### config.mk
export PLATFORM = sky130hd
export DESIGN_NAME = integer_matrix_multiply_unit
export DESIGN_NICKNAME = d
export VERILOG_FILES = /design/src/design/imm_pkg.sv /design/src/design/imm_store.sv /design/src/design/imm_seq.sv /design/src/design/imm_mac.sv /design/src/design/integer_matrix_multiply_unit.sv
export SDC_FILE = /design/constraint.sdc
export NUM_CORES = 2
export LEC_CHECK = 0
export BUFFER_PORTS_ARGS = -buffer_cell sky130_fd_sc_hd__buf_2
export CORE_ASPECT_RATIO = 1.2
export CORE_MARGIN = 2
export CORE_UTILIZATION = 59
export CTS_BUF_LIST = sky130_fd_sc_hd__clkbuf_2
export DETAILED_ROUTE_END_ITERATION = 12
export PLACE_DENSITY_LB_ADDON = 0.25
export SYNTH_ARGS = -nofsm -noshare
export SYNTH_HDL_FRONTEND = slang
export SYNTH_HIERARCHICAL = 1
export SYNTH_SLANG_ARGS = --single-unit
### constraint.sdc
create_clock -name clk -period 5.9 [get_ports clk]
set_input_delay 0.295 -clock clk [delete_from_list [all_inputs] [get_ports clk]]
set_output_delay 0.295 -clock clk [all_outputs]
set_load 0.01 [all_outputs]
### src/design/imm_pkg.sv
// Shared types and constants for the integer matrix multiply unit.
`default_nettype none

package imm_pkg;

    // Field widths fixed by the interface.
    localparam int ELEM_W = 16;
    localparam int MUL_W  = 32;
    localparam int PROD_W = 35;
    localparam int IDX_W  = 3;
    localparam int CFG_W  = 4;

    // APB register port geometry.
    localparam int APB_AW = 4;
    localparam int APB_DW = 32;

    // Command codes on the func field.
    localparam logic [1:0] FUNC_LOAD_A = 2'd0;
    localparam logic [1:0] FUNC_LOAD_B = 2'd1;
    localparam logic [1:0] FUNC_RUN    = 2'd2;

    // Register indexes (word address bits of paddr).
    localparam logic [1:0] REG_ROWS_A    = 2'd0;
    localparam logic [1:0] REG_INNER_DIM = 2'd1;
    localparam logic [1:0] REG_COLS_B    = 2'd2;

    // Sequencer states.
    typedef enum logic {
        SEQ_IDLE,
        SEQ_RUN
    } seq_state_t;

    // Control that travels with each multiply-accumulate step.
    typedef struct packed {
        logic             valid;
        logic             first;
        logic             last_l;
        logic             zero;
        logic             last_elem;
        logic [IDX_W-1:0] row;
        logic [IDX_W-1:0] col;
    } step_ctrl_t;

endpackage

`default_nettype wire

### src/design/imm_store.sv
// Matrix element store: one write port, one read port with registered data.
`default_nettype none

module imm_store
    import imm_pkg::*;
#(
    parameter int DEPTH = 64,
    parameter int AW    = 6
)
(
    input  wire logic              clk,
    input  wire logic              we,
    input  wire logic [AW-1:0]     waddr,
    input  wire logic [ELEM_W-1:0] wdata,
    input  wire logic [AW-1:0]     raddr,
    output logic      [ELEM_W-1:0] rdata
);

    logic [ELEM_W-1:0] mem [DEPTH];
    logic [ELEM_W-1:0] rdata_reg;

    // Write and registered read; contents are undefined until written.
    always_ff @(posedge clk)
    begin
        if (we)
        begin
            mem[waddr] <= wdata;
        end
        rdata_reg <= mem[raddr];
    end

    assign rdata = rdata_reg;

endmodule

`default_nettype wire

### src/design/imm_seq.sv
// Run sequencer: walks i, j and l and issues one A and one B read per cycle.
`default_nettype none

module imm_seq
    import imm_pkg::*;
#(
    parameter int MAX_DIM = 8,
    parameter int AW      = 6,
    parameter int IW      = 3,
    parameter int DW      = 4
)
(
    input  wire logic             clk,
    input  wire logic             rst_n,
    input  wire logic             run,
    input  wire logic [CFG_W-1:0] rows_a,
    input  wire logic [CFG_W-1:0] inner_dim,
    input  wire logic [CFG_W-1:0] cols_b,
    output logic      [AW-1:0]    a_addr,
    output logic      [AW-1:0]    b_addr,
    output step_ctrl_t            ctrl,
    output logic                  active
);

    seq_state_t state_reg, state_next;

    logic [IW-1:0] i_reg, j_reg, l_reg;
    logic [IW-1:0] n_last_reg, m_last_reg, k_last_reg;
    logic          zero_reg;

    logic [DW-1:0] n_clamp, m_clamp, k_clamp;
    logic          start_ok;
    logic          l_end, j_end, i_end;

    // Saturate a dimension register to MAX_DIM.
    function automatic logic [DW-1:0] clamp_dim(input logic [CFG_W-1:0] d);
        logic [DW-1:0] r;
        if (int'(d) > MAX_DIM)
        begin
            r = DW'(MAX_DIM);
        end
        else
        begin
            r = DW'(d);
        end
        return r;
    endfunction

    assign n_clamp  = clamp_dim(rows_a);
    assign m_clamp  = clamp_dim(inner_dim);
    assign k_clamp  = clamp_dim(cols_b);
    assign start_ok = run && (n_clamp != '0) && (k_clamp != '0);

    assign l_end = (l_reg == m_last_reg);
    assign j_end = (j_reg == k_last_reg);
    assign i_end = (i_reg == n_last_reg);

    // Next state.
    always_comb
    begin
        state_next = state_reg;
        case (state_reg)
            SEQ_IDLE:
            begin
                if (start_ok)
                begin
                    state_next = SEQ_RUN;
                end
            end
            SEQ_RUN:
            begin
                if (l_end && j_end && i_end)
                begin
                    state_next = SEQ_IDLE;
                end
            end
            default:
            begin
                state_next = SEQ_IDLE;
            end
        endcase
    end

    always_ff @(posedge clk or negedge rst_n)
    begin
        if (!rst_n)
        begin
            state_reg <= SEQ_IDLE;
        end
        else
        begin
            state_reg <= state_next;
        end
    end

    // Loop counters; an empty inner dimension still takes one masked step.
    always_ff @(posedge clk)
    begin
        if (state_reg == SEQ_IDLE)
        begin
            if (start_ok)
            begin
                i_reg      <= '0;
                j_reg      <= '0;
                l_reg      <= '0;
                n_last_reg <= IW'(n_clamp - DW'(1));
                k_last_reg <= IW'(k_clamp - DW'(1));
                m_last_reg <= (m_clamp == '0) ? '0 : IW'(m_clamp - DW'(1));
                zero_reg   <= (m_clamp == '0);
            end
        end
        else
        begin
            if (l_end)
            begin
                l_reg <= '0;
                if (j_end)
                begin
                    j_reg <= '0;
                    i_reg <= i_reg + IW'(1);
                end
                else
                begin
                    j_reg <= j_reg + IW'(1);
                end
            end
            else
            begin
                l_reg <= l_reg + IW'(1);
            end
        end
    end

    // Step outputs: addresses and control for the current step.
    always_comb
    begin
        active         = (state_reg == SEQ_RUN);
        ctrl.valid     = (state_reg == SEQ_RUN);
        ctrl.first     = (l_reg == '0);
        ctrl.last_l    = l_end;
        ctrl.zero      = zero_reg;
        ctrl.last_elem = j_end && i_end;
        ctrl.row       = IDX_W'(i_reg);
        ctrl.col       = IDX_W'(j_reg);
        a_addr         = AW'(int'(i_reg) * MAX_DIM + int'(l_reg));
        b_addr         = AW'(int'(l_reg) * MAX_DIM + int'(j_reg));
    end

endmodule

`default_nettype wire

### src/design/imm_mac.sv
// Multiply-accumulate pipeline: registered product, then running sum and result.
`default_nettype none

module imm_mac
    import imm_pkg::*;
(
    input  wire logic              clk,
    input  wire logic              rst_n,
    input  wire step_ctrl_t        ctrl,
    input  wire logic [ELEM_W-1:0] a_data,
    input  wire logic [ELEM_W-1:0] b_data,
    output logic                   result_valid,
    output logic      [IDX_W-1:0]  out_row,
    output logic      [IDX_W-1:0]  out_col,
    output logic      [PROD_W-1:0] product,
    output logic                   last,
    output logic                   pipe_busy
);

    step_ctrl_t s1_reg, s2_reg;

    logic [MUL_W-1:0]  prod_reg;
    logic [PROD_W-1:0] acc_reg;
    logic [PROD_W-1:0] acc_next;
    logic              valid_reg;
    logic [IDX_W-1:0]  row_reg, col_reg;
    logic [PROD_W-1:0] product_reg;
    logic              last_reg;

    // Control follows the memory read, then the multiply.
    always_ff @(posedge clk or negedge rst_n)
    begin
        if (!rst_n)
        begin
            s1_reg    <= '0;
            s2_reg    <= '0;
            valid_reg <= 1'b0;
        end
        else
        begin
            s1_reg    <= ctrl;
            s2_reg    <= s1_reg;
            valid_reg <= s2_reg.valid && s2_reg.last_l;
        end
    end

    // Product of the two elements read last cycle.
    always_ff @(posedge clk)
    begin
        prod_reg <= MUL_W'(a_data) * MUL_W'(b_data);
    end

    // Running sum restarts on the first step of each product element.
    always_comb
    begin
        acc_next = (s2_reg.first ? '0 : acc_reg)
                   + (s2_reg.zero ? '0 : PROD_W'(prod_reg));
    end

    always_ff @(posedge clk)
    begin
        if (s2_reg.valid)
        begin
            acc_reg <= acc_next;
            if (s2_reg.last_l)
            begin
                product_reg <= acc_next;
                row_reg     <= s2_reg.row;
                col_reg     <= s2_reg.col;
                last_reg    <= s2_reg.last_elem;
            end
        end
    end

    assign result_valid = valid_reg;
    assign out_row      = row_reg;
    assign out_col      = col_reg;
    assign product      = product_reg;
    assign last         = last_reg;
    assign pipe_busy    = s1_reg.valid || s2_reg.valid;

endmodule

`default_nettype wire

### src/design/integer_matrix_multiply_unit.sv
// Top level of the integer matrix multiply unit: registers, stores and pipeline.
//
//   Channel   Handshake                        Beat contents
//   command   start & !busy                    func, row, col, value
//   result    result_valid (one cycle, no stall) out_row, out_col, product, last
//   config    psel & penable & pwrite & pready rows_a, inner_dim, cols_b
//
// A load of A or B leaves busy low.
// A run sequences rows_a*cols_b*max(inner_dim,1) steps, each dimension
// saturated at MAX_DIM, one step per cycle, set by the single read port of each store;
// each step then passes the memory read, multiply and accumulate registers before its beat.
// Reset sets each dimension register to 1; store contents stay undefined until written.
// The result channel has no back pressure; busy stays high until the last beat shows.
`default_nettype none

module integer_matrix_multiply_unit
    import imm_pkg::*;
#(
    parameter int MAX_DIM = 8
)
(
    input  wire logic              clk,
    input  wire logic              rst_n,
    input  wire logic              start,
    output logic                   busy,
    input  wire logic [1:0]        func,
    input  wire logic [IDX_W-1:0]  row,
    input  wire logic [IDX_W-1:0]  col,
    input  wire logic [ELEM_W-1:0] value,
    output logic                   result_valid,
    output logic      [IDX_W-1:0]  out_row,
    output logic      [IDX_W-1:0]  out_col,
    output logic      [PROD_W-1:0] product,
    output logic                   last,
    input  wire logic              psel,
    input  wire logic              penable,
    input  wire logic              pwrite,
    input  wire logic [APB_AW-1:0] paddr,
    input  wire logic [APB_DW-1:0] pwdata,
    output logic      [APB_DW-1:0] prdata,
    output logic                   pready
);

    localparam int DEPTH = MAX_DIM * MAX_DIM;
    localparam int AW    = (DEPTH > 1) ? $clog2(DEPTH) : 1;
    localparam int IW    = (MAX_DIM > 1) ? $clog2(MAX_DIM) : 1;
    localparam int DW    = $clog2(MAX_DIM + 1);

    logic [CFG_W-1:0] rows_a_reg, inner_dim_reg, cols_b_reg;
    logic             cfg_write;
    logic             accept;
    logic             in_range;
    logic             a_we, b_we, run;
    logic [AW-1:0]    waddr;
    logic [AW-1:0]    a_addr, b_addr;
    logic [ELEM_W-1:0] a_data, b_data;
    step_ctrl_t       seq_ctrl;
    logic             seq_active;
    logic             pipe_busy;

    // Configuration registers.
    assign pready    = 1'b1;
    assign cfg_write = psel && penable && pwrite && pready;

    always_ff @(posedge clk or negedge rst_n)
    begin
        if (!rst_n)
        begin
            rows_a_reg    <= CFG_W'(1);
            inner_dim_reg <= CFG_W'(1);
            cols_b_reg    <= CFG_W'(1);
        end
        else if (cfg_write)
        begin
            case (paddr[3:2])
                REG_ROWS_A:    rows_a_reg    <= pwdata[CFG_W-1:0];
                REG_INNER_DIM: inner_dim_reg <= pwdata[CFG_W-1:0];
                REG_COLS_B:    cols_b_reg    <= pwdata[CFG_W-1:0];
                default:       ;
            endcase
        end
    end

    // Register read data.
    always_comb
    begin
        case (paddr[3:2])
            REG_ROWS_A:    prdata = APB_DW'(rows_a_reg);
            REG_INNER_DIM: prdata = APB_DW'(inner_dim_reg);
            REG_COLS_B:    prdata = APB_DW'(cols_b_reg);
            default:       prdata = '0;
        endcase
    end

    // Command decode; loads outside the matrix bounds are dropped.
    assign accept   = start && !busy;
    assign in_range = (int'(row) < MAX_DIM) && (int'(col) < MAX_DIM);
    assign a_we     = accept && (func == FUNC_LOAD_A) && in_range;
    assign b_we     = accept && (func == FUNC_LOAD_B) && in_range;
    assign run      = accept && (func == FUNC_RUN);
    assign waddr    = AW'(int'(row) * MAX_DIM + int'(col));

    imm_store #(
        .DEPTH (DEPTH),
        .AW    (AW)
    ) u_store_a (
        .clk   (clk),
        .we    (a_we),
        .waddr (waddr),
        .wdata (value),
        .raddr (a_addr),
        .rdata (a_data)
    );

    imm_store #(
        .DEPTH (DEPTH),
        .AW    (AW)
    ) u_store_b (
        .clk   (clk),
        .we    (b_we),
        .waddr (waddr),
        .wdata (value),
        .raddr (b_addr),
        .rdata (b_data)
    );

    imm_seq #(
        .MAX_DIM (MAX_DIM),
        .AW      (AW),
        .IW      (IW),
        .DW      (DW)
    ) u_seq (
        .clk       (clk),
        .rst_n     (rst_n),
        .run       (run),
        .rows_a    (rows_a_reg),
        .inner_dim (inner_dim_reg),
        .cols_b    (cols_b_reg),
        .a_addr    (a_addr),
        .b_addr    (b_addr),
        .ctrl      (seq_ctrl),
        .active    (seq_active)
    );

    imm_mac u_mac (
        .clk          (clk),
        .rst_n        (rst_n),
        .ctrl         (seq_ctrl),
        .a_data       (a_data),
        .b_data       (b_data),
        .result_valid (result_valid),
        .out_row      (out_row),
        .out_col      (out_col),
        .product      (product),
        .last         (last),
        .pipe_busy    (pipe_busy)
    );

    // Busy covers the sequencer and the steps still in the pipeline.
    assign busy = seq_active || pipe_busy;

    // A run with nonzero rows_a and cols_b must raise busy on the next cycle.
    assert property (@(posedge clk) disable iff (!rst_n)
        (run && (rows_a_reg != '0) && (cols_b_reg != '0)) |=> busy)
        else $error("run accepted but sequencer did not start");

    // Stores are never written while a run is reading them.
    assert property (@(posedge clk) disable iff (!rst_n)
        (a_we || b_we) |-> !seq_ctrl.valid)
        else $error("store write during an active run");

    // The final beat of a run is never followed directly by another beat.
    assert property (@(posedge clk) disable iff (!rst_n)
        (result_valid && last) |=> !result_valid)
        else $error("result beat after the final beat of a run");

    // Busy is low on the final beat, so the run is fully drained.
    assert property (@(posedge clk) disable iff (!rst_n)
        (result_valid && last) |-> !busy)
        else $error("pipeline still busy on the final result beat");

endmodule

`default_nettype wire

Yosys cells after proc, flatten, opt, wreduce, memory -nomap -nowiden:

Memories as Yosys holds them, arrays and structs flattened. A register that Yosys moved wholly into a read port is not among the register bits.
Index checks and enable logic that the tools add are counted.

* bits in writable memories: 2048
* memory bits (read-only): 0
* register bits after elaboration: 164
* memories kept: 2
* input port bits: 66
* latch bits: 0

Memory list
* u_store_a.mem: words 64, width 16, rd ports 1, clocked after memory_dff 1, wr ports 1, RTL line imm_store.sv:19 `logic [ELEM_W-1:0] mem [DEPTH];`
* u_store_b.mem: words 64, width 16, rd ports 1, clocked after memory_dff 1, wr ports 1, RTL line imm_store.sv:19

* add/subtract/negate cells: 10
* muxes and demuxes: 22
* multipliers: 1
* div/mod/pow operators: 0
* reductions and logical operators: 29
* $lt $le $gt $ge: 3
* shift-type cells: 0
* equal/unequal tests: 9
* bitwise operators: 1

Operator list (number)
* 35-bit adder: 1
* 35-bit two-way mux: 1
* 16-bit by 16-bit multiplier with 32-bit output: 1
* 32-bit two-way mux: 1
* 3-bit two-way mux: 9
* 6-bit by 3-bit adder with 6-bit output: 3
* 4-bit greater-than comparator (second input constant): 3
* 1-bit logical AND: 12
* 4-bit two-way mux: 3
* 4-bit one-hot mux with 3 select lines: 1
* 2-bit AND reduction: 6
* 3-bit by 1-bit adder with 3-bit output (second input constant): 3
* 3-bit equality test: 3
* 3-bit by 1-bit subtractor with 3-bit output (second input constant): 3
* 4-bit nonzero test: 2
* 1-bit two-way mux: 6
* 2-bit by 1-bit equality test with 1-bit output (second input constant): 2
* 2-bit equality test (second input constant): 2
* 2-bit zero test: 2
* 4-bit zero test: 1
* 2-bit != test (second input constant): 2
* 3-bit zero test: 1
* 3-bit AND reduction: 1
* 1-bit logical OR: 2
* other kinds (4): 4

Longest topological paths before layout:

* depth in word-level cells: 9
* gate-level depth with buffers: 23
* mapped depth without buffers: 22

Hierarchy:

The synthesis kept the hierarchy.

By module, submodules not included
* imm_store: area an instance 40042.2 um2, sequential area each 31069.8 um2, cells each 1829, instances 2
* imm_mac: area an instance 14221.1 um2, sequential area each 3528.4 um2, cells each 1435, instances 1
* imm_seq: area an instance 1176.1 um2, sequential area each 595.6 um2, cells each 100, instances 1
* integer_matrix_multiply_unit: area an instance 830.8 um2, sequential area each 304.0 um2, cells each 79, instances 1

Worst setup path after synthesis:

No wires, ideal clock.

* path kind: register to register
* start point: reg u_store_b.rdata_reg[1], in the netlist u_store_b/rdata[1] (read register of u_store_b.mem)
* end point: reg u_mac.prod_reg[31]
* period minus slack after synthesis: 5744 ps
* stages on the path, launching flop included: 21
* setup slack: 156 ps
* setup time: 72 ps
* path buffers: 1
* data required time: 5828 ps
* arrival time: 5672 ps
* path through: dfxtp_1 clkbuf_1 nand2_1 fa_1 fa_1 fa_1 inv_1 fa_1 fa_1 inv_1 fa_1 inv_1 ha_1 a21oi_1 o21ai_0 a221oi_1 o31a_4 o41ai_2 a211o_1 a31oi_1 xnor2_1

* longest elaborated chain between the ends: 1

Ends and longest elaborated chain
* start: declaration: RTL line imm_store.sv:20 `logic [ELEM_W-1:0] rdata_reg;`
* 16-bit by 16-bit multiplier with 32-bit output: RTL line imm_mac.sv:50 `prod_reg <= MUL_W'(a_data) * MUL_W'(b_data);`
* end signal: assignment: RTL line imm_mac.sv:50
* end: declaration: RTL line imm_mac.sv:22 `logic [MUL_W-1:0] prod_reg;`

No other way between the ends.
A chain may end at the register's enable or synchronous reset.

Worst setup path after layout:

* start point: reg u_store_b.rdata_reg[7], in the netlist u_store_b/rdata[7] (read register of u_store_b.mem)
* end point: reg u_mac.prod_reg[31]

The elaborated chain is that of the path after synthesis.

==> summary.txt <==
run status: completed
average vias per placed instance: 6.08
floorplan die height: 447 um
level count of the clock H-tree: 6
Relative slew margins: 11.2%
number of remaining DRC errors: 0
IO buf count: 83
number of placed I/O pins: 143
maximum number of buffers from clock root to sink: 4
number of different library cells in the post-synthesis netlist: 86
post-route ant nets: 0
FMAX: 175 MHz
crit share post-route: 96.8%
root buffer cell: clkbuf_2
share of final-layout standard cells stronger than drive strength 1: 27.6%
final non-filler cell area: 106,000 um2
number of enable flip-flop cells after synthesis: 2,144
Worst Skew: 0.184 ns
type of the setup path with the least slack: reg2reg
number of cells in the finished layout apart from fillers: 8,500
Main synth FF type: edfxtp_1
sequence of cells on the critical path: buf_4, nand2_1, fa_1, inv_1, fa_1, inv_1, fa_1, inv_1, fa_1, fa_1, inv_1, fa_1, inv_1, ha_1, a21o_1, a21o_1, a221oi_1, o31a_4, o41ai_4, a211o_1, a31oi_1, xnor2_1
smallest setup slack after layout: 0.187 ns
maximum fanout encountered on the critical timing path: 9
number of antenna violations at the first check in global routing: 7
Seq. cell area: 66,600 um2
synthesized area divided by synthesized cell count: 18.3 um2
number of instances in the synthesized netlist: 5,272
critical path arrival: 7.35 ns
smallest hold slack: 0.280 ns
slew at the pin with the worst max-slew slack: 1.33 ns
Crit path top cell by count: fa_1
most common cell in the synthesized netlist: edfxtp_1
count of max-cap constraint violations: 0
global-route wire length before repair: 331 mm
total placed cells including tap cells: 7,481
fillers: 11,300
Floorplan Core Area: 162,000 um2
number of design-rule violations left by the first detailed-router iteration: 5,042
Synth area leaders: edfxtp_1 (67%), mux4_2 (10%), fa_1 (4.1%), ha_1 (1.9%), mux2i_1 (1.8%)
post-DR wirelength/cell: 26.2 um
final routed wirelength across all metal layers: 223 mm
area taken by multi-input logic gates: 27,000 um2
final hold vios: 0
biggest registers after layout: u_store_a/mem: 1024 flops, u_store_b/mem: 1024 flops
time the final worst path needs with I/O delays and setup: 5.71 ns
required time of the critical path: 7.53 ns
share of synthesized registers carrying an async set or reset: 1.60%
Total GRT Usage: 27.0%
final weighted congestion of routability-driven global placement: 0.888
total global routing overflow: 0
area share of the largest cell type after synthesis: 66.8%
Placement Cell Area: 99,800 um2
Setup Buffers After CTS: 0
layout overhead on the synthesized area: 10.1%
Cell Rows: 162
Max Transition Viols Final: 0
number of nets in the final layout: 6,430
maximum number of pins on one net before global-route repair: 107
Die Wd: 373 um
number of setup violations in the final report: 0
Max stage delay on crit path: 0.57 ns
clock slew at the register clock pins of the worst setup and hold paths: 0.12 ns
portion of the post-synthesis area used by sequential elements: 69.1%
total iterations of the first detailed-routing run: 6
sum of net half-perimeters after detailed placement: 135 mm
number of sinks handled by clock tree synthesis: 2,244
post-synth design cell area: 96,300 um2
clock insertion delay at the later pin of the skew report: 1.83 ns
clock buffers created by TritonCTS: 546
post-synth top area cell: edfxtp_1
via count: 51,700
die area: 167,000 um2
post-placement worst setup slack: -0.0591 ns
TritonCTS clock tree: done
cell at the slowest stage of the critical path: fa_1
Synth Register Bits: 2,244
Hold Crit Class: reg2reg
Initial Util: 59.3%
crit start category: flop
ranking of synthesized cells by instance count: edfxtp_1 (2,144), mux4_2 (440), nand2_1 (291)
vias in the first global route: 53,300
Yosys warning count: 6
Critical Path Sink Type: flop
worst paths after layout:
check	slack (ns)	end	from	cells past startpoint
setup / recovery	0.19	u_mac/prod_reg[31]	u_store_b/rdata[7]	22
hold / removal	0.28	u_mac/s2_reg[8]	u_mac/s1_reg[8]	0
setup reg to reg	0.19	u_mac/prod_reg[31]	u_store_b/rdata[7]	22
hold reg to reg	0.28	u_mac/s2_reg[8]	u_mac/s1_reg[8]	0
max in group asynchronous	4.95	cols_b_reg[0]	rst_n	6
min in group asynchronous	0.68	u_mac/s2_reg[8]	rst_n	6
critical path: cells and delay by family (launching register included):
| kind | cells | cell delay (ns) |
|---|---|---|
| adder cells (fa/ha/maj) | 7 | 3.19 |
| XOR/XNOR | 1 | 0.13 |
| AND/OR/NAND/NOR | 1 | 0.10 |
| buffers and inverters | 6 | 0.46 |
| AO/OA/AOI/OAI | 7 | 1.41 |
| flip-flops | 1 | 0.36 |
metal layers:
layer / wire, um / GRT usage [%]
met1: 85300 / 35.7
met2: 112000 / 44.5
met3: 17100 / 5.20
met4: 8340 / 11.7
met5: 17 / 0
cells by family (layout without fill, tap and decap cells):
| group | after synthesis | after routing | share of synthesized area, % |
|---|---|---|---|
| muxes | 689 | 689 | 13.1 |
| other | 2 | 39 | 0.00780 |
| adders and majority gates | 338 | 338 | 5.91 |
| xor gates and xnor gates | 71 | 71 | 0.653 |
| and+or+nand+nor | 927 | 927 | 4.85 |
| buffers and inverters | 558 | 1617 | 3.05 |
| DFF | 2244 | 2244 | 69.1 |
| AOI/OAI and AO/OA | 443 | 443 | 3.30 |
placed cells by master (no fill, tap or decap), types with 78 or more instances in the layout:
cell,count
inv_1,256
fa_1,195
dlygate4sd3_1,113
nor2b_1,138
mux2i_1,174
edfxtp_1,2144
nand2_1,291
clkbuf_2,763
mux4_2,440
a21oi_1,85
nor2_1,177
ha_1,142
and2_1,123
a22oi_1,78
buf_4,268
what timing repair did:
action / 4_1_cts / 5_1_grt
gates resized for setup: 3 / 35
hold buffers: 129 / 0
setup endpoints to repair: 6 / 10
hold endpoints to repair: 4164 / 0
pin swaps: 0 / 6
area by class of cell:
class,instances,share of cell area [%]
clock buffers,763,3.60
repair buffers,481,3.97
clock inverters,117,0.695
inverters,256,0.907
multi-input cells,2497,25.4
diodes,10,0.0236
well taps,2132,2.52
flip-flops and latches,2244,62.8
metrics by stage:
stage               setup TNS [ns]  utilization [%]
floorplan                        0                -
global placement           -0.0366             61.5
finish                           0             65.3
global route               -0.0178             65.3
CTS                              0             65.2
detailed placement         -0.0591             61.5
Power is left out: the tool's default activity adds up to more than one toggle a clock period on the data nets, which glitch-free logic cannot reach.
